===== src/sv/i2cmts_pkg.sv =====
// ----------------------------------------------------------------------------
// i2cmts_pkg
// Types and constants shared by the I2C master transfer sequencer.
// ----------------------------------------------------------------------------
package i2cmts_pkg;

   localparam int unsigned CMD_W    = 2;
   localparam int unsigned ADDR_W   = 7;
   localparam int unsigned LENGTH_W = 16;
   localparam int unsigned BYTE_W   = 8;

   typedef enum logic [1:0] {
      CMD_START_WRITE = 2'd0,
      CMD_START_READ  = 2'd1,
      CMD_STATUS      = 2'd2,
      CMD_UNUSED      = 2'd3
   } cmd_type;

   typedef enum logic [1:0] {
      MODE_READY = 2'd0,
      MODE_TX    = 2'd1,
      MODE_RX    = 2'd2
   } mode_type;

   typedef enum logic [1:0] {
      EV_NONE    = 2'd0,
      EV_TX_DONE = 2'd1,
      EV_RX_DONE = 2'd2,
      EV_STOP    = 2'd3
   } event_type;

   typedef struct packed {
      logic [CMD_W-1:0]    command;
      logic [ADDR_W-1:0]   dev_addr;
      logic [LENGTH_W-1:0] length;
      logic                keep_bus;
      logic                flag_sb;
      logic                flag_addr;
      logic                flag_txe;
      logic                flag_btf;
      logic                flag_rxne;
      logic                flag_stopf;
      logic [BYTE_W-1:0]   rx_data;
      logic [BYTE_W-1:0]   tx_data;
   } req_type;

   typedef struct packed {
      logic              accepted;
      logic [1:0]        status;
      logic              gen_start;
      logic              gen_stop;
      logic              ack_level;
      logic              dr_write;
      logic [BYTE_W-1:0] dr_value;
      logic              tx_taken;
      logic              rx_valid;
      logic [BYTE_W-1:0] rx_value;
      logic [1:0]        event_code;
      logic              irq_enabled;
   } rsp_type;

endpackage


===== src/sv/i2cmts_req_if.sv =====
// ----------------------------------------------------------------------------
// i2cmts_req_if
// Request channel: start commands and status events, valid/ready handshake.
// ----------------------------------------------------------------------------
interface i2cmts_req_if
   import i2cmts_pkg::*;
();
   logic                valid;
   logic                ready;
   logic [CMD_W-1:0]    command;
   logic [ADDR_W-1:0]   dev_addr;
   logic [LENGTH_W-1:0] length;
   logic                keep_bus;
   logic                flag_sb;
   logic                flag_addr;
   logic                flag_txe;
   logic                flag_btf;
   logic                flag_rxne;
   logic                flag_stopf;
   logic [BYTE_W-1:0]   rx_data;
   logic [BYTE_W-1:0]   tx_data;

   modport source (
      output valid, command, dev_addr, length, keep_bus, flag_sb, flag_addr,
             flag_txe, flag_btf, flag_rxne, flag_stopf, rx_data, tx_data,
      input  ready
   );

   modport sink (
      input  valid, command, dev_addr, length, keep_bus, flag_sb, flag_addr,
             flag_txe, flag_btf, flag_rxne, flag_stopf, rx_data, tx_data,
      output ready
   );
endinterface


===== src/sv/i2cmts_rsp_if.sv =====
// ----------------------------------------------------------------------------
// i2cmts_rsp_if
// Response channel: bus engine controls and completion, valid/ready handshake.
// ----------------------------------------------------------------------------
interface i2cmts_rsp_if
   import i2cmts_pkg::*;
();
   logic              valid;
   logic              ready;
   logic              accepted;
   logic [1:0]        status;
   logic              gen_start;
   logic              gen_stop;
   logic              ack_level;
   logic              dr_write;
   logic [BYTE_W-1:0] dr_value;
   logic              tx_taken;
   logic              rx_valid;
   logic [BYTE_W-1:0] rx_value;
   logic [1:0]        event_code;
   logic              irq_enabled;

   modport source (
      output valid, accepted, status, gen_start, gen_stop, ack_level, dr_write,
             dr_value, tx_taken, rx_valid, rx_value, event_code, irq_enabled,
      input  ready
   );

   modport sink (
      input  valid, accepted, status, gen_start, gen_stop, ack_level, dr_write,
             dr_value, tx_taken, rx_valid, rx_value, event_code, irq_enabled,
      output ready
   );
endinterface


===== src/sv/i2cmts_core.sv =====
// ----------------------------------------------------------------------------
// i2cmts_core
// Transfer state and single-pass step logic; one registered request per step.
// ----------------------------------------------------------------------------
module i2cmts_core
   import i2cmts_pkg::*;
#(
   parameter int unsigned LEN_WIDTH = 16
) (
   input  logic    clock,
   input  logic    reset,
   input  logic    step_en,
   input  req_type item,
   input  logic    csr_wr_en,
   input  logic    csr_wr_data,
   output rsp_type result
);

   localparam int unsigned XW = LEN_WIDTH + 2;

   mode_type               mode_ff, mode_in;
   logic [ADDR_W-1:0]      target_addr_ff, target_addr_in;
   logic [LEN_WIDTH-1:0]   bytes_left_ff, bytes_left_in;
   logic [LEN_WIDTH-1:0]   rx_total_ff, rx_total_in;
   logic                   hold_bus_ff, hold_bus_in;
   logic                   ack_now_ff, ack_now_in;
   logic                   irq_on_ff, irq_on_in;
   logic                   ack_enable_ff;

   logic [LEN_WIDTH-1:0]   len;
   logic [XW-1:0]          rx_total_x;
   logic [XW-1:0]          bytes_left_x;
   logic [LEN_WIDTH-1:0]   bl_dec;
   logic                   close;
   rsp_type                res;

   assign len          = LEN_WIDTH'(item.length);
   assign rx_total_x   = XW'(rx_total_ff);
   assign bytes_left_x = XW'(bytes_left_ff);

   always_comb begin
      mode_in        = mode_ff;
      target_addr_in = target_addr_ff;
      bytes_left_in  = bytes_left_ff;
      rx_total_in    = rx_total_ff;
      hold_bus_in    = hold_bus_ff;
      ack_now_in     = ack_now_ff;
      irq_on_in      = irq_on_ff;
      bl_dec         = bytes_left_ff;
      close          = 1'b0;
      res            = '0;
      if (step_en) begin
         unique case (cmd_type'(item.command))
            CMD_START_WRITE, CMD_START_READ: begin
               if (mode_ff == MODE_READY && len != '0) begin
                  res.accepted   = 1'b1;
                  res.gen_start  = 1'b1;
                  mode_in        = (item.command == CMD_START_WRITE) ? MODE_TX : MODE_RX;
                  target_addr_in = item.dev_addr;
                  bytes_left_in  = len;
                  rx_total_in    = (item.command == CMD_START_READ) ? len : '0;
                  hold_bus_in    = item.keep_bus;
                  irq_on_in      = 1'b1;
               end
            end
            CMD_STATUS: begin
               // address byte on start sent
               if (item.flag_sb) begin
                  if (mode_ff == MODE_TX) begin
                     res.dr_write = 1'b1;
                     res.dr_value = {target_addr_ff, 1'b0};
                  end else if (mode_ff == MODE_RX) begin
                     res.dr_write = 1'b1;
                     res.dr_value = {target_addr_ff, 1'b1};
                  end
               end
               // short read: nack prepared at address phase
               if (item.flag_addr && mode_ff == MODE_RX &&
                   (rx_total_x == XW'(1) || rx_total_x == XW'(2))) begin
                  ack_now_in = 1'b0;
               end
               if (item.flag_txe && mode_ff == MODE_TX && bytes_left_ff != '0) begin
                  res.dr_write  = 1'b1;
                  res.dr_value  = item.tx_data;
                  res.tx_taken  = 1'b1;
                  bytes_left_in = bytes_left_ff - LEN_WIDTH'(1);
               end
               if (item.flag_btf && mode_ff == MODE_TX && bytes_left_in == '0 &&
                   item.flag_txe) begin
                  res.gen_stop   = ~hold_bus_ff;
                  irq_on_in      = 1'b0;
                  mode_in        = MODE_READY;
                  bytes_left_in  = '0;
                  res.event_code = EV_TX_DONE;
               end
               if (item.flag_rxne && mode_ff == MODE_RX) begin
                  if (rx_total_x == XW'(1)) begin
                     res.gen_stop = ~hold_bus_ff;
                     close        = 1'b1;
                  end else begin
                     if (bytes_left_x == XW'(2)) begin
                        ack_now_in   = 1'b0;
                        res.gen_stop = ~hold_bus_ff;
                     end
                     if (bytes_left_ff != '0) begin
                        bl_dec = bytes_left_ff - LEN_WIDTH'(1);
                     end
                     bytes_left_in = bl_dec;
                     close         = (bl_dec == '0);
                  end
                  res.rx_valid = 1'b1;
                  res.rx_value = item.rx_data;
                  if (close) begin
                     irq_on_in      = 1'b0;
                     if (ack_enable_ff) begin
                        ack_now_in = 1'b1;
                     end
                     mode_in        = MODE_READY;
                     bytes_left_in  = '0;
                     rx_total_in    = '0;
                     res.event_code = EV_RX_DONE;
                  end
               end
               if (item.flag_stopf) begin
                  res.event_code = EV_STOP;
               end
            end
            default: begin
            end
         endcase
      end
      res.status      = mode_in;
      res.ack_level   = ack_now_in;
      res.irq_enabled = irq_on_in;
   end

   assign result = res;

   always_ff @(posedge clock) begin
      if (reset) begin
         mode_ff        <= MODE_READY;
         target_addr_ff <= '0;
         bytes_left_ff  <= '0;
         rx_total_ff    <= '0;
         hold_bus_ff    <= 1'b0;
         ack_now_ff     <= 1'b1;
         irq_on_ff      <= 1'b0;
         ack_enable_ff  <= 1'b1;
      end else begin
         mode_ff        <= mode_in;
         target_addr_ff <= target_addr_in;
         bytes_left_ff  <= bytes_left_in;
         rx_total_ff    <= rx_total_in;
         hold_bus_ff    <= hold_bus_in;
         ack_now_ff     <= csr_wr_en ? csr_wr_data : ack_now_in;
         irq_on_ff      <= irq_on_in;
         if (csr_wr_en) begin
            ack_enable_ff <= csr_wr_data;
         end
      end
   end

endmodule


===== src/sv/i2c_master_transfer_sequencer.sv =====
// ----------------------------------------------------------------------------
// i2c_master_transfer_sequencer
// Interrupt-driven I2C master write/read sequencing, one response per request.
// ----------------------------------------------------------------------------
// Usage:
//   req_bus carries start commands (write or read, with address, length and
//   keep-bus flag) and status events (bus engine flags plus data bytes).
//   rsp_bus returns exactly one response per request: start/stop requests,
//   acknowledge level, data register write, received byte and completion.
//   csr_wr_en/csr_wr_data load the default acknowledge enable; write it only
//   while no request is in flight.
// Timing:
//   a request sits in an input register, is stepped through the transfer
//   state in one pass and lands in the response register; one request per
//   cycle is taken while the response register is empty or rsp_bus.ready is high.
// Reset:
//   mode ready, counters cleared, interrupts off, acknowledge enable set.
// Stall:
//   while rsp_bus.ready is low the response holds; one more request may be
//   taken into the input register, then req_bus.ready drops.
// ----------------------------------------------------------------------------
module i2c_master_transfer_sequencer
   import i2cmts_pkg::*;
#(
   parameter int unsigned LEN_WIDTH = 16
) (
   input  logic         clock,
   input  logic         reset,
   i2cmts_req_if.sink   req_bus,
   i2cmts_rsp_if.source rsp_bus,
   input  logic         csr_wr_en,
   input  logic         csr_wr_data
);

   logic    in_valid_ff;
   req_type in_data_ff;
   logic    out_valid_ff;
   rsp_type out_data_ff;
   logic    out_free;
   logic    step_fire;
   logic    req_take;
   req_type req_item;
   rsp_type step_result;

   assign out_free  = ~out_valid_ff | rsp_bus.ready;
   assign step_fire = in_valid_ff & out_free;
   assign req_take  = req_bus.valid & req_bus.ready;
   assign req_bus.ready = ~in_valid_ff | out_free;

   assign req_item.command    = req_bus.command;
   assign req_item.dev_addr   = req_bus.dev_addr;
   assign req_item.length     = req_bus.length;
   assign req_item.keep_bus   = req_bus.keep_bus;
   assign req_item.flag_sb    = req_bus.flag_sb;
   assign req_item.flag_addr  = req_bus.flag_addr;
   assign req_item.flag_txe   = req_bus.flag_txe;
   assign req_item.flag_btf   = req_bus.flag_btf;
   assign req_item.flag_rxne  = req_bus.flag_rxne;
   assign req_item.flag_stopf = req_bus.flag_stopf;
   assign req_item.rx_data    = req_bus.rx_data;
   assign req_item.tx_data    = req_bus.tx_data;

   always_ff @(posedge clock) begin
      if (reset) begin
         in_valid_ff <= 1'b0;
      end else if (req_bus.ready) begin
         in_valid_ff <= req_bus.valid;
      end
   end

   always_ff @(posedge clock) begin
      if (req_take) begin
         in_data_ff <= req_item;
      end
   end

   i2cmts_core #(
      .LEN_WIDTH (LEN_WIDTH)
   ) u_core (
      .clock       (clock),
      .reset       (reset),
      .step_en     (step_fire),
      .item        (in_data_ff),
      .csr_wr_en   (csr_wr_en),
      .csr_wr_data (csr_wr_data),
      .result      (step_result)
   );

   always_ff @(posedge clock) begin
      if (reset) begin
         out_valid_ff <= 1'b0;
      end else if (out_free) begin
         out_valid_ff <= in_valid_ff;
      end
   end

   always_ff @(posedge clock) begin
      if (step_fire) begin
         out_data_ff <= step_result;
      end
   end

   assign rsp_bus.valid       = out_valid_ff;
   assign rsp_bus.accepted    = out_data_ff.accepted;
   assign rsp_bus.status      = out_data_ff.status;
   assign rsp_bus.gen_start   = out_data_ff.gen_start;
   assign rsp_bus.gen_stop    = out_data_ff.gen_stop;
   assign rsp_bus.ack_level   = out_data_ff.ack_level;
   assign rsp_bus.dr_write    = out_data_ff.dr_write;
   assign rsp_bus.dr_value    = out_data_ff.dr_value;
   assign rsp_bus.tx_taken    = out_data_ff.tx_taken;
   assign rsp_bus.rx_valid    = out_data_ff.rx_valid;
   assign rsp_bus.rx_value    = out_data_ff.rx_value;
   assign rsp_bus.event_code  = out_data_ff.event_code;
   assign rsp_bus.irq_enabled = out_data_ff.irq_enabled;

endmodule

===== src/flat_wrapper.sv =====
// flat-port wrapper written by rule: the top's interface ports become plain ports
module i2c_master_transfer_sequencer_flat import i2cmts_pkg::*;
#(
   parameter int unsigned LEN_WIDTH = 16
)
  (clock, reset, csr_wr_en, csr_wr_data, req_bus_valid, req_bus_command, req_bus_dev_addr, req_bus_length, req_bus_keep_bus, req_bus_flag_sb, req_bus_flag_addr, req_bus_flag_txe, req_bus_flag_btf, req_bus_flag_rxne, req_bus_flag_stopf, req_bus_rx_data, req_bus_tx_data, req_bus_ready, rsp_bus_valid, rsp_bus_accepted, rsp_bus_status, rsp_bus_gen_start, rsp_bus_gen_stop, rsp_bus_ack_level, rsp_bus_dr_write, rsp_bus_dr_value, rsp_bus_tx_taken, rsp_bus_rx_valid, rsp_bus_rx_value, rsp_bus_event_code, rsp_bus_irq_enabled, rsp_bus_ready);
  i2cmts_req_if req_bus_i ();
  i2cmts_rsp_if rsp_bus_i ();
  input  logic clock;
  input  logic reset;
  input  logic csr_wr_en;
  input  logic csr_wr_data;
  input wire logic [$bits(req_bus_i.valid)-1:0] req_bus_valid;
  input wire logic [$bits(req_bus_i.command)-1:0] req_bus_command;
  input wire logic [$bits(req_bus_i.dev_addr)-1:0] req_bus_dev_addr;
  input wire logic [$bits(req_bus_i.length)-1:0] req_bus_length;
  input wire logic [$bits(req_bus_i.keep_bus)-1:0] req_bus_keep_bus;
  input wire logic [$bits(req_bus_i.flag_sb)-1:0] req_bus_flag_sb;
  input wire logic [$bits(req_bus_i.flag_addr)-1:0] req_bus_flag_addr;
  input wire logic [$bits(req_bus_i.flag_txe)-1:0] req_bus_flag_txe;
  input wire logic [$bits(req_bus_i.flag_btf)-1:0] req_bus_flag_btf;
  input wire logic [$bits(req_bus_i.flag_rxne)-1:0] req_bus_flag_rxne;
  input wire logic [$bits(req_bus_i.flag_stopf)-1:0] req_bus_flag_stopf;
  input wire logic [$bits(req_bus_i.rx_data)-1:0] req_bus_rx_data;
  input wire logic [$bits(req_bus_i.tx_data)-1:0] req_bus_tx_data;
  output wire logic [$bits(req_bus_i.ready)-1:0] req_bus_ready;
  output wire logic [$bits(rsp_bus_i.valid)-1:0] rsp_bus_valid;
  output wire logic [$bits(rsp_bus_i.accepted)-1:0] rsp_bus_accepted;
  output wire logic [$bits(rsp_bus_i.status)-1:0] rsp_bus_status;
  output wire logic [$bits(rsp_bus_i.gen_start)-1:0] rsp_bus_gen_start;
  output wire logic [$bits(rsp_bus_i.gen_stop)-1:0] rsp_bus_gen_stop;
  output wire logic [$bits(rsp_bus_i.ack_level)-1:0] rsp_bus_ack_level;
  output wire logic [$bits(rsp_bus_i.dr_write)-1:0] rsp_bus_dr_write;
  output wire logic [$bits(rsp_bus_i.dr_value)-1:0] rsp_bus_dr_value;
  output wire logic [$bits(rsp_bus_i.tx_taken)-1:0] rsp_bus_tx_taken;
  output wire logic [$bits(rsp_bus_i.rx_valid)-1:0] rsp_bus_rx_valid;
  output wire logic [$bits(rsp_bus_i.rx_value)-1:0] rsp_bus_rx_value;
  output wire logic [$bits(rsp_bus_i.event_code)-1:0] rsp_bus_event_code;
  output wire logic [$bits(rsp_bus_i.irq_enabled)-1:0] rsp_bus_irq_enabled;
  input wire logic [$bits(rsp_bus_i.ready)-1:0] rsp_bus_ready;
  assign req_bus_i.valid = req_bus_valid;
  assign req_bus_i.command = req_bus_command;
  assign req_bus_i.dev_addr = req_bus_dev_addr;
  assign req_bus_i.length = req_bus_length;
  assign req_bus_i.keep_bus = req_bus_keep_bus;
  assign req_bus_i.flag_sb = req_bus_flag_sb;
  assign req_bus_i.flag_addr = req_bus_flag_addr;
  assign req_bus_i.flag_txe = req_bus_flag_txe;
  assign req_bus_i.flag_btf = req_bus_flag_btf;
  assign req_bus_i.flag_rxne = req_bus_flag_rxne;
  assign req_bus_i.flag_stopf = req_bus_flag_stopf;
  assign req_bus_i.rx_data = req_bus_rx_data;
  assign req_bus_i.tx_data = req_bus_tx_data;
  assign req_bus_ready = req_bus_i.ready;
  assign rsp_bus_valid = rsp_bus_i.valid;
  assign rsp_bus_accepted = rsp_bus_i.accepted;
  assign rsp_bus_status = rsp_bus_i.status;
  assign rsp_bus_gen_start = rsp_bus_i.gen_start;
  assign rsp_bus_gen_stop = rsp_bus_i.gen_stop;
  assign rsp_bus_ack_level = rsp_bus_i.ack_level;
  assign rsp_bus_dr_write = rsp_bus_i.dr_write;
  assign rsp_bus_dr_value = rsp_bus_i.dr_value;
  assign rsp_bus_tx_taken = rsp_bus_i.tx_taken;
  assign rsp_bus_rx_valid = rsp_bus_i.rx_valid;
  assign rsp_bus_rx_value = rsp_bus_i.rx_value;
  assign rsp_bus_event_code = rsp_bus_i.event_code;
  assign rsp_bus_irq_enabled = rsp_bus_i.irq_enabled;
  assign rsp_bus_i.ready = rsp_bus_ready;
  i2c_master_transfer_sequencer #(.LEN_WIDTH(LEN_WIDTH)) u_core (.clock(clock), .reset(reset), .req_bus(req_bus_i), .rsp_bus(rsp_bus_i), .csr_wr_en(csr_wr_en), .csr_wr_data(csr_wr_data));
endmodule

===== config.mk =====
export PLATFORM = sky130hd
export DESIGN_NAME = i2c_master_transfer_sequencer_flat
export DESIGN_NICKNAME = d
export VERILOG_FILES = /design/src/sv/i2cmts_pkg.sv /design/src/sv/i2cmts_req_if.sv /design/src/sv/i2cmts_rsp_if.sv /design/src/sv/i2cmts_core.sv /design/src/sv/i2c_master_transfer_sequencer.sv /design/src/flat_wrapper.sv
export SDC_FILE = /design/constraint.sdc
export NUM_CORES = 1
export LEC_CHECK = 0
export BUFFER_PORTS_ARGS = -buffer_cell sky130_fd_sc_hd__buf_4
export CAP_MARGIN = 20
export CORE_AREA = 8 8 131 109
export CTS_BUF_LIST = sky130_fd_sc_hd__clkbuf_8 sky130_fd_sc_hd__clkbuf_16
export DETAILED_ROUTE_END_ITERATION = 8
export DIE_AREA = 0 0 139 117
export GPL_TIMING_DRIVEN = 0
export PLACE_DENSITY = 0.7
export SYNTH_ARGS = -nofsm -noshare
export SYNTH_HDL_FRONTEND = slang
export SYNTH_HIERARCHICAL = 1
export SYNTH_SLANG_ARGS = --single-unit

===== constraint.sdc =====
create_clock -name clock -period 4.6 [get_ports clock]
set_clock_uncertainty 0.2 [all_clocks]
set_input_delay 0.23 -clock clock [delete_from_list [all_inputs] [get_ports clock]]
set_output_delay 0.23 -clock clock [all_outputs]
set_load 0.05 [all_outputs]

==> results of run 1 <==
-- registers in the layout, summed over array words and instances, names as in the netlist, 2 cells and up --
register,cells
u_core/in_data_ff,48
u_core/u_core/bytes_left_ff,16
u_core/u_core/mode_ff,2
u_core/rsp_bus.status,2
u_core/rsp_bus.rx_value,8
u_core/u_core/target_addr_ff,7
u_core/u_core/rx_total_ff,16
u_core/rsp_bus.dr_value,8
u_core/rsp_bus.event_code,2
-- worst max-delay path, cell delays in order, from the launching register on --
cell	delay, ns
dfxtp_1	0.29
clkbuf_1	0.22
inv_1	0.19
ha_1	0.15
buf_2	0.22
or3b_2	0.50
nor4b_2	0.63
nand3_1	0.14
o21ai_0	0.21
a2bb2oi_1	0.51
nand3_2	0.32
nand2_1	0.15
o211ai_1	0.09
buf_4	0.16
-- power breakdown --
part / internal (W) / switching (W)
logic: 0.000214 / 0.000360
registers: 0.00123 / 0.0000344
clock network: 0.000852 / 0.000501
total: 0.00230 / 0.000895
-- cell usage after synthesis (3+ instances only) --
cell type	count	share of area
a211oi_1	6	0.0077
a21boi_0	3	0.0038
a21oi_1	36	0.031
a311oi_1	7	0.010
a31oi_1	7	0.0074
and2_1	11	0.012
and3_1	3	0.0032
buf_2	9	0.0077
buf_4	4	0.0051
clkbuf_1	23	0.015
dfxtp_1	47	0.16
edfxtp_1	76	0.39
ha_1	6	0.013
inv_1	11	0.0070
nand2_1	70	0.045
nand2b_1	5	0.0053
nand3_1	36	0.031
nand3b_1	3	0.0038
nand4_1	11	0.012
nand4b_1	3	0.0045
nor2_1	45	0.029
nor2b_1	4	0.0043
nor3_1	14	0.012
nor3b_1	3	0.0038
nor4_1	11	0.012
nor4_4	4	0.014
o211ai_1	8	0.010
o21a_1	3	0.0038
o21ai_0	42	0.036
o221ai_1	4	0.0060
o22ai_1	5	0.0053
or2_2	3	0.0032
xnor2_1	6	0.0089
xor2_1	3	0.0045
-- worst max-delay path by stage --
stage | from | endpoint | slack (ns) | depth (start not counted)
6_report | u_core/u_core/bytes_left_ff[0]$_SDFFE_PP0P_ | u_core/rsp_bus.irq_enabled$_DFFE_PP_ | 0.35 | 13
5_1_grt | u_core/u_core/bytes_left_ff[0]$_SDFFE_PP0P_ | u_core/rsp_bus.irq_enabled$_DFFE_PP_ | 0.18 | 13
4_1_cts | u_core/u_core/bytes_left_ff[0]$_SDFFE_PP0P_ | u_core/rsp_bus.irq_enabled$_DFFE_PP_ | 0.48 | 13
3_5_place_dp | u_core/u_core/bytes_left_ff[0]$_SDFFE_PP0P_ | u_core/rsp_bus.irq_enabled$_DFFE_PP_ | 0.50 | 13
3_3_place_gp | u_core/u_core/bytes_left_ff[0]$_SDFFE_PP0P_ | u_core/rsp_bus.irq_enabled$_DFFE_PP_ | 0.47 | 13
2_1_floorplan | u_core/u_core/bytes_left_ff[0]$_SDFFE_PP0P_ | u_core/rsp_bus.irq_enabled$_DFFE_PP_ | 1.31 | 13
-- metrics by stage --
stage	area [um2]	hold slack, ns	power (W)	util	cells
floorplan	5880	0.0924	0.00164	-	575
global placement	6700	0.206	0.00180	0.544	814
detailed placement	6700	0.208	0.00181	0.544	814
CTS	7830	0.00411	0.00320	0.636	899
global route	7840	0.0474	0.00331	0.636	900
finish	7840	0.0343	0.00319	0.636	900
-- cell type report --
class	instances	area share
Multi-Input combinational cell	401	0.310
Buffer	40	0.0246
Clock inverter	15	0.0224
Inverter	11	0.00527
Tap cell	156	0.0249
Antenna cell	1	0.000319
Clock buffer	17	0.0543
Sequential cell	123	0.411
Timing Repair Buffer	136	0.147
-- logic make-up (layout without fill, tap and decap cells) --
| kind of cell | after synthesis | count (layout) | share of synthesized area |
|---|---|---|---|
| adders and majority gates | 6 | 6 | 0.0128 |
| xor gates and xnor gates | 9 | 9 | 0.0134 |
| other | 0 | 1 | 0 |
| buffers and inverters | 51 | 219 | 0.0398 |
| and+or+nand+nor | 245 | 245 | 0.227 |
| AOI/OAI and AO/OA | 141 | 141 | 0.160 |
| DFF | 123 | 123 | 0.548 |
-- layer usage --
metal,track usage,up-vias,routed length (um)
li1,-,2438,-
met1,0.280,2527,7440
met2,0.349,268,8350
met3,0.0523,30,1510
met4,0.0956,0,298
met5,0,-,0
==> metrics, run 1 <==
outcome finished clean; mapped cell area 5880 um2; count of flip-flops with a built-in enable after synthesis 76; GRT Residual Overflow 0; crit path max fanout 10; MaxCap Viol Count 0; first-pass GRT wire length 27.5 mm; Startpoint Class flip-flop; PostCTS Resize Cnt 0; post-route setup slack 0.352 ns; most common cell after layout, fill and taps aside buf_4; Yosys reg bits 123; num rows 37; Routed Antenna Nets 0; Root Driver clkbuf_16; Final nets 790; RSZ-0062 raised after global routing no; hold_sp csr_wr_data; Syn Inst Count 575; crit end category flip-flop; Hold Path Sink u_core/u_core/ack_now_ff$_SDFF_PP1_; DRT Pass-1 Iters 5; most frequent cells in the layout buf_4, edfxtp_1, nand2_1, dlygate4sd3_1, dfxtp_1; hold crit path type input port to flip-flop; max-slew violation count 0; min cycle time layout 4.25 ns; Post-CTS Hold Fix Bufs 53; Reg clk slew, reported paths 0.06 ns; Initial Util 0.478; Slew HR 0.471; R2R Path Start u_core/u_core/bytes_left_ff[0]$_SDFFE_PP0P_; LEAKAGE 2.91 nW; CTS tree yes; I/O pin count 84; vias 5263; Die Ht 117 um; TNS Setup 0 ns; Hold Fails Final Rpt 0; CP Class flip-flop to flip-flop; Synth Flop Type edfxtp_1; clk_lat worst skew 0.42 ns; WP data required 4.57 ns; async set-reset flop share out of synthesis 0; Max Fclk 235 MHz; worst hold path stage count 4; multi-input logic area 2430 um2; I/O Buffers 83; Avg WL per Cell 19.6 um; Syn Nets 635; Die X 139 um; final setup fails 0; Power Density 408 nW/um2; DR iter-0 viols 552; Setup Buffers After CTS 0; crit path DAT 4.22 ns; # H-tree levels 4; average size of a mapped cell 10.2 um2; CTS buffer count 17; sequential standard cell area 3220 um2; pre-CTS setup slack 0.499 ns; residual DRC count 0; largest net degree at the start of global routing 49; CTS Buffer Depth 2; DP HPWL 12.0 mm; reg2reg end u_core/rsp_bus.irq_enabled$_DFFE_PP_; Yosys cell types 67; WL final 17.6 mm; share of layout cells above drive strength 1 0.213; antenna violations before repair 1; Total GRT Usage 0.218; Ys Warns 6; fin crit share 0.924; fillers 917; Avg Vias per Cell 5.85; vias in the first global route 5220; Clock Sinks 123; R2R cell count 13; register area share after synthesis 0.548; worst-margin pin slew 0.793 ns; area grow syn2layout 33.2%; R2R Setup Slk 0.35 ns; GPL Wtd Cong 0.873; core box area 12300 um2; worst vdd ir 318 uV; die area 16300 um2
(Power assumes the default switching activity.)
==> run 2: changes to the inputs <==
--- a/config.mk
+++ b/config.mk
@@ -7,12 +7,12 @@
 export LEC_CHECK = 0
 export BUFFER_PORTS_ARGS = -buffer_cell sky130_fd_sc_hd__buf_4
 export CAP_MARGIN = 20
-export CORE_AREA = 8 8 131 109
+export CORE_AREA = 8 8 125 104
 export CTS_BUF_LIST = sky130_fd_sc_hd__clkbuf_8 sky130_fd_sc_hd__clkbuf_16
 export DETAILED_ROUTE_END_ITERATION = 8
-export DIE_AREA = 0 0 139 117
+export DIE_AREA = 0 0 133 112
 export GPL_TIMING_DRIVEN = 0
-export PLACE_DENSITY = 0.7
+export PLACE_DENSITY = 0.76
 export SYNTH_ARGS = -nofsm -noshare
 export SYNTH_HDL_FRONTEND = slang
 export SYNTH_HIERARCHICAL = 1
==> run 2 against run 1 <==
Total power is 2.0% lower. Largest power group unchanged. Design area down 0.57%. Combinational power up 0.7%. Via count is 1.9% higher. Die area down 8.4%. Highest routed layer unchanged. Wire length increased by 4.4%. Flip-flop and latch count stayed put. Global-route usage grew 2.4 points. Sequential share of layout area grew 0.24 points.
==> metrics, run 2 (synthesis results as in run 1) <==
outcome finished clean; Total GRT Usage 0.242 (+0.0237); Initial Util 0.531 (+0.0533); worst-margin pin slew 0.868 ns (+0.0743 ns); worst setup path endpoint u_core/rsp_bus.irq_enabled$_DFFE_PP_; Critical Path Start u_core/u_core/bytes_left_ff[0]$_SDFFE_PP0P_; vias in the first global route 5352 (+2.5%); Avg Vias per Cell 6.01 (+2.8%); worst vdd ir 339 uV (+6.6%); final setup fails 0 (unchanged); Reg clk slew, reported paths 0.06 ns (about the same); net load switching power 0.000928 W (+3.7%); DR iter-0 viols 569 (+3.1%); max reg flops 48 (unchanged); Levels on crit path 13 (unchanged); max-slew violation count 0 (unchanged); # H-tree levels 4 (unchanged); Int Pwr 0.00220 W (-4.3%); GRT Residual Overflow 0 (unchanged); vias 5361 (+1.9%); Clock Sinks 123 (unchanged); MaxCap Viol Count 0 (unchanged); I/O Buffers 83 (unchanged); largest net degree at the start of global routing 49 (unchanged); reg2reg end u_core/rsp_bus.irq_enabled$_DFFE_PP_; Worst Path Buf+Inv 4 (unchanged); crit path cell chain clkbuf_1 > inv_1 > ha_1 > buf_2 > or3b_2 > nor4b_2 > nand3_1 > o21ai_0 > a2bb2oi_1 > nand3_2 > nand2_1 > o211ai_1 > buf_4; core box area 11100 um2 (-10%); slowest CP cell nor4b_2; sequential standard cell area 3220 um2 (unchanged); crit end category flip-flop; Largest regs u_core/in_data_ff: 48 flops, u_core/u_core/bytes_left_ff: 16 flops, u_core/u_core/rx_total_ff: 16 flops; hold slack 0.0261 ns (-0.00823 ns); area grow syn2layout 32.4%; Avg WL per Cell 20.6 um (+5.3%); LEAKAGE 2.90 nW (-0.64%); RSZ-0062 raised after global routing no; WP data required 4.56 ns (about the same); CP Class flip-flop to flip-flop; Flop pwr share 0.406 (+0.009); Max stage delay on crit path 0.63 ns (about the same); CTS Buffer Depth 2 (unchanged); most common cell after layout, fill and taps aside buf_4; Root Driver clkbuf_16; Logic pwr share 0.185 (+0.005); fin crit share 0.902 (-0.0214); hold crit path type input port to flip-flop; antenna violations before repair 1 (unchanged); min cycle time layout 4.15 ns (-0.0983 ns); Final nets 790 (unchanged); share of power burned in the clock network 0.409 (-0.014); CTS tree yes; switching portion of total power 0.297 (+0.0164); multi-input logic area 2430 um2 (unchanged); num rows 35 (-5.4%); crit path max fanout 10 (unchanged); R2R Setup Slk 0.45 ns (+0.10 ns); DP HPWL 11.8 mm (-1.5%); residual DRC count 0 (unchanged); R2R cell count 13 (unchanged); die area 14900 um2 (-8.4%); R2R Path Start u_core/u_core/bytes_left_ff[0]$_SDFFE_PP0P_; crit path DAT 4.11 ns (-0.11 ns); WL final 18.4 mm (+4.4%); most frequent cells in the layout buf_4, edfxtp_1, nand2_1, dlygate4sd3_1, dfxtp_1; clk_lat worst skew 0.41 ns (about the same); Slew HR 0.420 (-0.0508); Die X 133 um (-4.3%); PostCTS Resize Cnt 0 (unchanged); Startpoint Class flip-flop; CTS buffer count 17 (unchanged); CP top delay family simple AND/OR/NAND/NOR gates; most flop-heavy register u_core/in_data_ff; Routed Antenna Nets 0 (unchanged); I/O pin count 84 (unchanged); Hold Fails Final Rpt 0 (unchanged); Die Ht 112 um (-4.3%); first-pass GRT wire length 28.6 mm (+4.1%); Power Density 402 nW/um2 (-1.5%); fillers 759 (-17%); DRT Pass-1 Iters 5 (unchanged); TNS Setup 0 ns (unchanged); Max Fclk 241 MHz (+2.4%); share of layout cells above drive strength 1 0.215 (+0.00269); GPL Wtd Cong 0.940 (+7.7%)
-- run 2: cell types whose count changed in the layout (fill, tap and decap cells not counted), sizes merged --
| cell | delta |
|---|---|
| inv | +1 |
| bufinv | -2 |
| clkinv | +1 |
-- run 2: tightest hold or removal path: cells and delay by family --
family,cells,cell delay (ns)
AO/OA/AOI/OAI,1,0.14
AND/OR/NAND/NOR,2,0.14
buffers and inverters,1,0.07
-- run 2: layout make-up --
type,instances,area share
sequential,123,0.414
multi-input combinational,401,0.312
timing repair buffer,136,0.148
clock buffer,17,0.0546
buffer,40,0.0247
tap,148,0.0238
clock inverter,15,0.0180
inverter,11,0.00530
antenna,1,0.000321
-- run 2: worst min path at each step --
stage	cells past startpoint	slack, ns	endpoint	start
6_report	4	0.03	u_core/u_core/ack_now_ff$_SDFF_PP1_	csr_wr_data
5_1_grt	4	0.07	u_core/u_core/ack_now_ff$_SDFF_PP1_	csr_wr_data
4_1_cts	4	0.004	u_core/u_core/ack_now_ff$_SDFF_PP1_	csr_wr_data
3_5_place_dp	1	0.21	u_core/in_data_ff[8]$_DFFE_PP_	req_bus_rx_data[0]
3_3_place_gp	2	0.21	u_core/in_valid_ff$_SDFFE_PP0P_	reset
2_1_floorplan	1	0.09	u_core/in_valid_ff$_SDFFE_PP0P_	reset
-- run 2: power by group through the flow --
stage,combinational (W),sequential [W],clock (W)
after global placement,0.000514,0.00129,0
final,0.000579,0.00127,0.00128
after floorplan,0.000333,0.00131,0
after CTS,0.000560,0.00127,0.00128
after global routing,0.000622,0.00127,0.00133
after detailed placement,0.000520,0.00129,0
-- run 2: per-stage QoR --
stage | worst slack (ns) | total power, W | util | instances | instance area [um2]
after floorplan | 1.31 | 0.00164 | - | 575 | 5880
after global placement | 0.611 | 0.00180 | 0.604 | 806 | 6690
after detailed placement | 0.625 | 0.00181 | 0.604 | 806 | 6690
after global routing | 0.237 | 0.00323 | 0.703 | 892 | 7790
final | 0.450 | 0.00313 | 0.703 | 892 | 7790
after CTS | 0.544 | 0.00311 | 0.703 | 891 | 7790
-- run 2: what timing repair did --
| item | 4_1_cts | 5_1_grt |
|---|---|---|
| buffers inserted | 0 | 0 |
| hold endpoints to repair | 52 | 0 |
| hold buffers | 53 | 0 |
-- run 2: metal layers --
metal | global-route usage | part of all wire | wire length [um] | vias up
met4 | 0.0861 | 0.020 | 367 | 0
li1 | - | - | - | 2440
met3 | 0.0617 | 0.085 | 1570 | 35
met2 | 0.396 | 0.49 | 8930 | 302
met5 | 0 | 0 | 0 | -
met1 | 0.302 | 0.41 | 7500 | 2584
==> run 3: changes to the inputs <==
==> constraint.sdc (replaced) <==
create_clock -name clock -period 4.6 [get_ports clock]
set_clock_uncertainty 0.2 [all_clocks]
set_input_delay 0.46 -clock clock [delete_from_list [all_inputs] [get_ports clock]]
set_output_delay 0.46 -clock clock [all_outputs]
set_load 0.05 [all_outputs]
==> run 3 against run 2 <==
Maximum frequency rose by 0.31%. First-iteration DRC count fell by 12%. Critical path depth did not move.
==> metrics, run 3 (synthesis results as in run 1) <==
outcome finished clean; worst-margin pin slew 0.755 ns (-0.112 ns); routed wl met3 1.42 mm (-9.3%); Post-CTS Hold Fix Bufs 0 (-100%); hold slack 0.0256 ns (-0.000484 ns); worst vdd ir 349 uV (+2.9%); DP HPWL 11.8 mm (unchanged); Die X 133 um (unchanged); vias in the first global route 4975 (-7.0%); Avg Vias per Cell 6.07 (+0.96%); Max stage delay on crit path 0.62 ns (about the same); Int Pwr 0.00217 W (-1.4%); Total GRT Usage 0.221 (-0.0204); area grow syn2layout 23.3%; crit path cell chain clkbuf_1 > inv_1 > ha_1 > buf_2 > or3b_2 > nor4b_2 > nand3_1 > o21ai_0 > a2bb2oi_1 > nand3_2 > nand2_1 > o211ai_1 > buf_4; Met1 Wirelength 7.01 mm (-6.5%); I/O Buffers 83 (unchanged); Die Ht 112 um (unchanged); Hold Fails Final Rpt 0 (unchanged); min cycle time layout 4.14 ns (-0.0129 ns); DRT Pass-1 Iters 5 (unchanged); crit path DAT 4.09 ns (-0.02 ns); final core utilization 0.655 (-0.0481); WL final 16.3 mm (-11%); Power Density 422 nW/um2 (+5.1%); fin crit share 0.899 (-0.00281); final cell count without fillers 838 (-6.1%); WP data required 4.56 ns (about the same); most flop-heavy register u_core/in_data_ff; Reg clk slew, reported paths 0.06 ns (about the same); Inst Count DP 806 (unchanged); top sig layer met4; core box area 11100 um2 (unchanged); crit path max fanout 10 (unchanged); worst hold path stage count 1 (-3); share of power burned in the clock network 0.411 (+0.002); net load switching power 0.000894 W (-3.7%); RSZ-0062 raised after global routing no; Hold Path Sink u_core/in_data_ff[39]$_DFFE_PP_; Flop pwr share 0.413 (+0.007); first-pass GRT wire length 26.3 mm (-7.9%); LEAKAGE 2.67 nW (-7.7%); # H-tree levels 4 (unchanged); TNS Setup 0 ns (unchanged); hold crit path type input port to flip-flop; crit end category flip-flop; GRT Residual Overflow 0 (unchanged); number of antenna diodes 0 (-1); max reg flops 48 (unchanged); most frequent cells in the layout buf_4, edfxtp_1, nand2_1, dfxtp_1, nor2_1; CTS Buffer Depth 2 (unchanged); Startpoint Class flip-flop; GPL Wtd Cong 0.940 (unchanged); largest net degree at the start of global routing 49 (unchanged); post-route setup slack 0.463 ns (+0.0129 ns); Logic pwr share 0.175 (-0.010); final setup fails 0 (unchanged); Clock Sinks 123 (unchanged); residual DRC count 0 (unchanged); vias 5085 (-5.1%); reg2reg end u_core/rsp_bus.irq_enabled$_DFFE_PP_; Root Driver clkbuf_16; DR iter-0 viols 503 (-12%); slowest CP cell nor4b_2; MaxCap Viol Count 0 (unchanged); R2R Path Start u_core/u_core/bytes_left_ff[0]$_SDFFE_PP0P_; CTS tree yes; Max Fclk 242 MHz (+0.31%); CTS buffer count 17 (unchanged); wire length on met2 7.60 mm (-15%); I/O pin count 84 (unchanged); switching portion of total power 0.292 (-0.00496); Slew HR 0.496 (+0.0761); Final nets 737 (-6.7%); PostCTS Resize Cnt 0 (unchanged); Setup Buffers After CTS 0 (unchanged); R2R cell count 13 (unchanged); R2R Setup Slk 0.46 ns (about the same); max-slew violation count 0 (unchanged); antenna violations before repair 0 (-1); Initial Util 0.531 (unchanged); Routed Antenna Nets 0 (unchanged); num rows 35 (unchanged); die area 14900 um2 (unchanged); Largest regs u_core/in_data_ff: 48 flops, u_core/u_core/bytes_left_ff: 16 flops, u_core/u_core/rx_total_ff: 16 flops; most common cell after layout, fill and taps aside buf_4; share of layout cells above drive strength 1 0.232 (+0.0165); CP Class flip-flop to flip-flop; clk_lat worst skew 0.41 ns (about the same); hold_sp req_bus_dev_addr[0]; Avg WL per Cell 19.4 um (-5.6%); pre-CTS setup slack 0.625 ns (unchanged)
-- run 3: cell types whose count changed in the layout (fill, tap and decap cells not counted), sizes merged --
cell and delta:
diode -1, dlygate4sd3 -53
-- run 3: cell type report --
type,count,area (um2)
Buffer,40,193
Clock buffer,17,425
Clock inverter,15,140
Fill cell,846,3820
Inverter,11,41.3
Multi-Input combinational cell,401,2430
Sequential cell,123,3220
Tap cell,148,185
Timing Repair Buffer,83,623
-- run 3: stage by stage --
step | total power (W) | area [um2]
final | 0.00306 | 7260
after global routing | 0.00317 | 7260
after CTS | 0.00307 | 7260
after detailed placement | 0.00181 | 6690
after global placement | 0.00180 | 6690
after floorplan | 0.00164 | 5880
-- run 3: power by group through the flow --
stage / Clock (W) / Sequential (W) / Combinational [W]
global route: 0.00132 / 0.00127 / 0.000579
floorplan: 0 / 0.00131 / 0.000333
CTS: 0.00128 / 0.00127 / 0.000523
detailed placement: 0 / 0.00129 / 0.000520
global placement: 0 / 0.00129 / 0.000514
finish: 0.00126 / 0.00127 / 0.000537
-- run 3: routing by layer --
layer	track usage	up-vias
met5	0	-
met4	0.0770	0
met3	0.0603	24
met2	0.343	279
met1	0.292	2443
li1	-	2339
-- run 3: how the worst max path moves through the flow --
stage | from | end | slack [ns] | depth (start not counted)
floorplan | u_core/u_core/bytes_left_ff[0]$_SDFFE_PP0P_ | u_core/rsp_bus.irq_enabled$_DFFE_PP_ | 1.31 | 13
global placement | u_core/u_core/bytes_left_ff[0]$_SDFFE_PP0P_ | u_core/rsp_bus.irq_enabled$_DFFE_PP_ | 0.61 | 13
detailed placement | u_core/u_core/bytes_left_ff[0]$_SDFFE_PP0P_ | u_core/rsp_bus.irq_enabled$_DFFE_PP_ | 0.62 | 13
CTS | u_core/u_core/bytes_left_ff[0]$_SDFFE_PP0P_ | u_core/rsp_bus.irq_enabled$_DFFE_PP_ | 0.54 | 13
global route | u_core/u_core/bytes_left_ff[0]$_SDFFE_PP0P_ | u_core/rsp_bus.irq_enabled$_DFFE_PP_ | 0.24 | 13
finish | u_core/u_core/bytes_left_ff[0]$_SDFFE_PP0P_ | u_core/rsp_bus.irq_enabled$_DFFE_PP_ | 0.46 | 13
-- run 3: worst max-delay path, delay by kind of cell, from the launching register on --
kind                     cells  cell delay [ns]
AO/OA/AOI/OAI                3             0.73
adder cells (fa/ha/maj)      1             0.16
flip-flops                   1             0.30
buffers and inverters        4             0.82
AND/OR/NAND/NOR              5             1.68
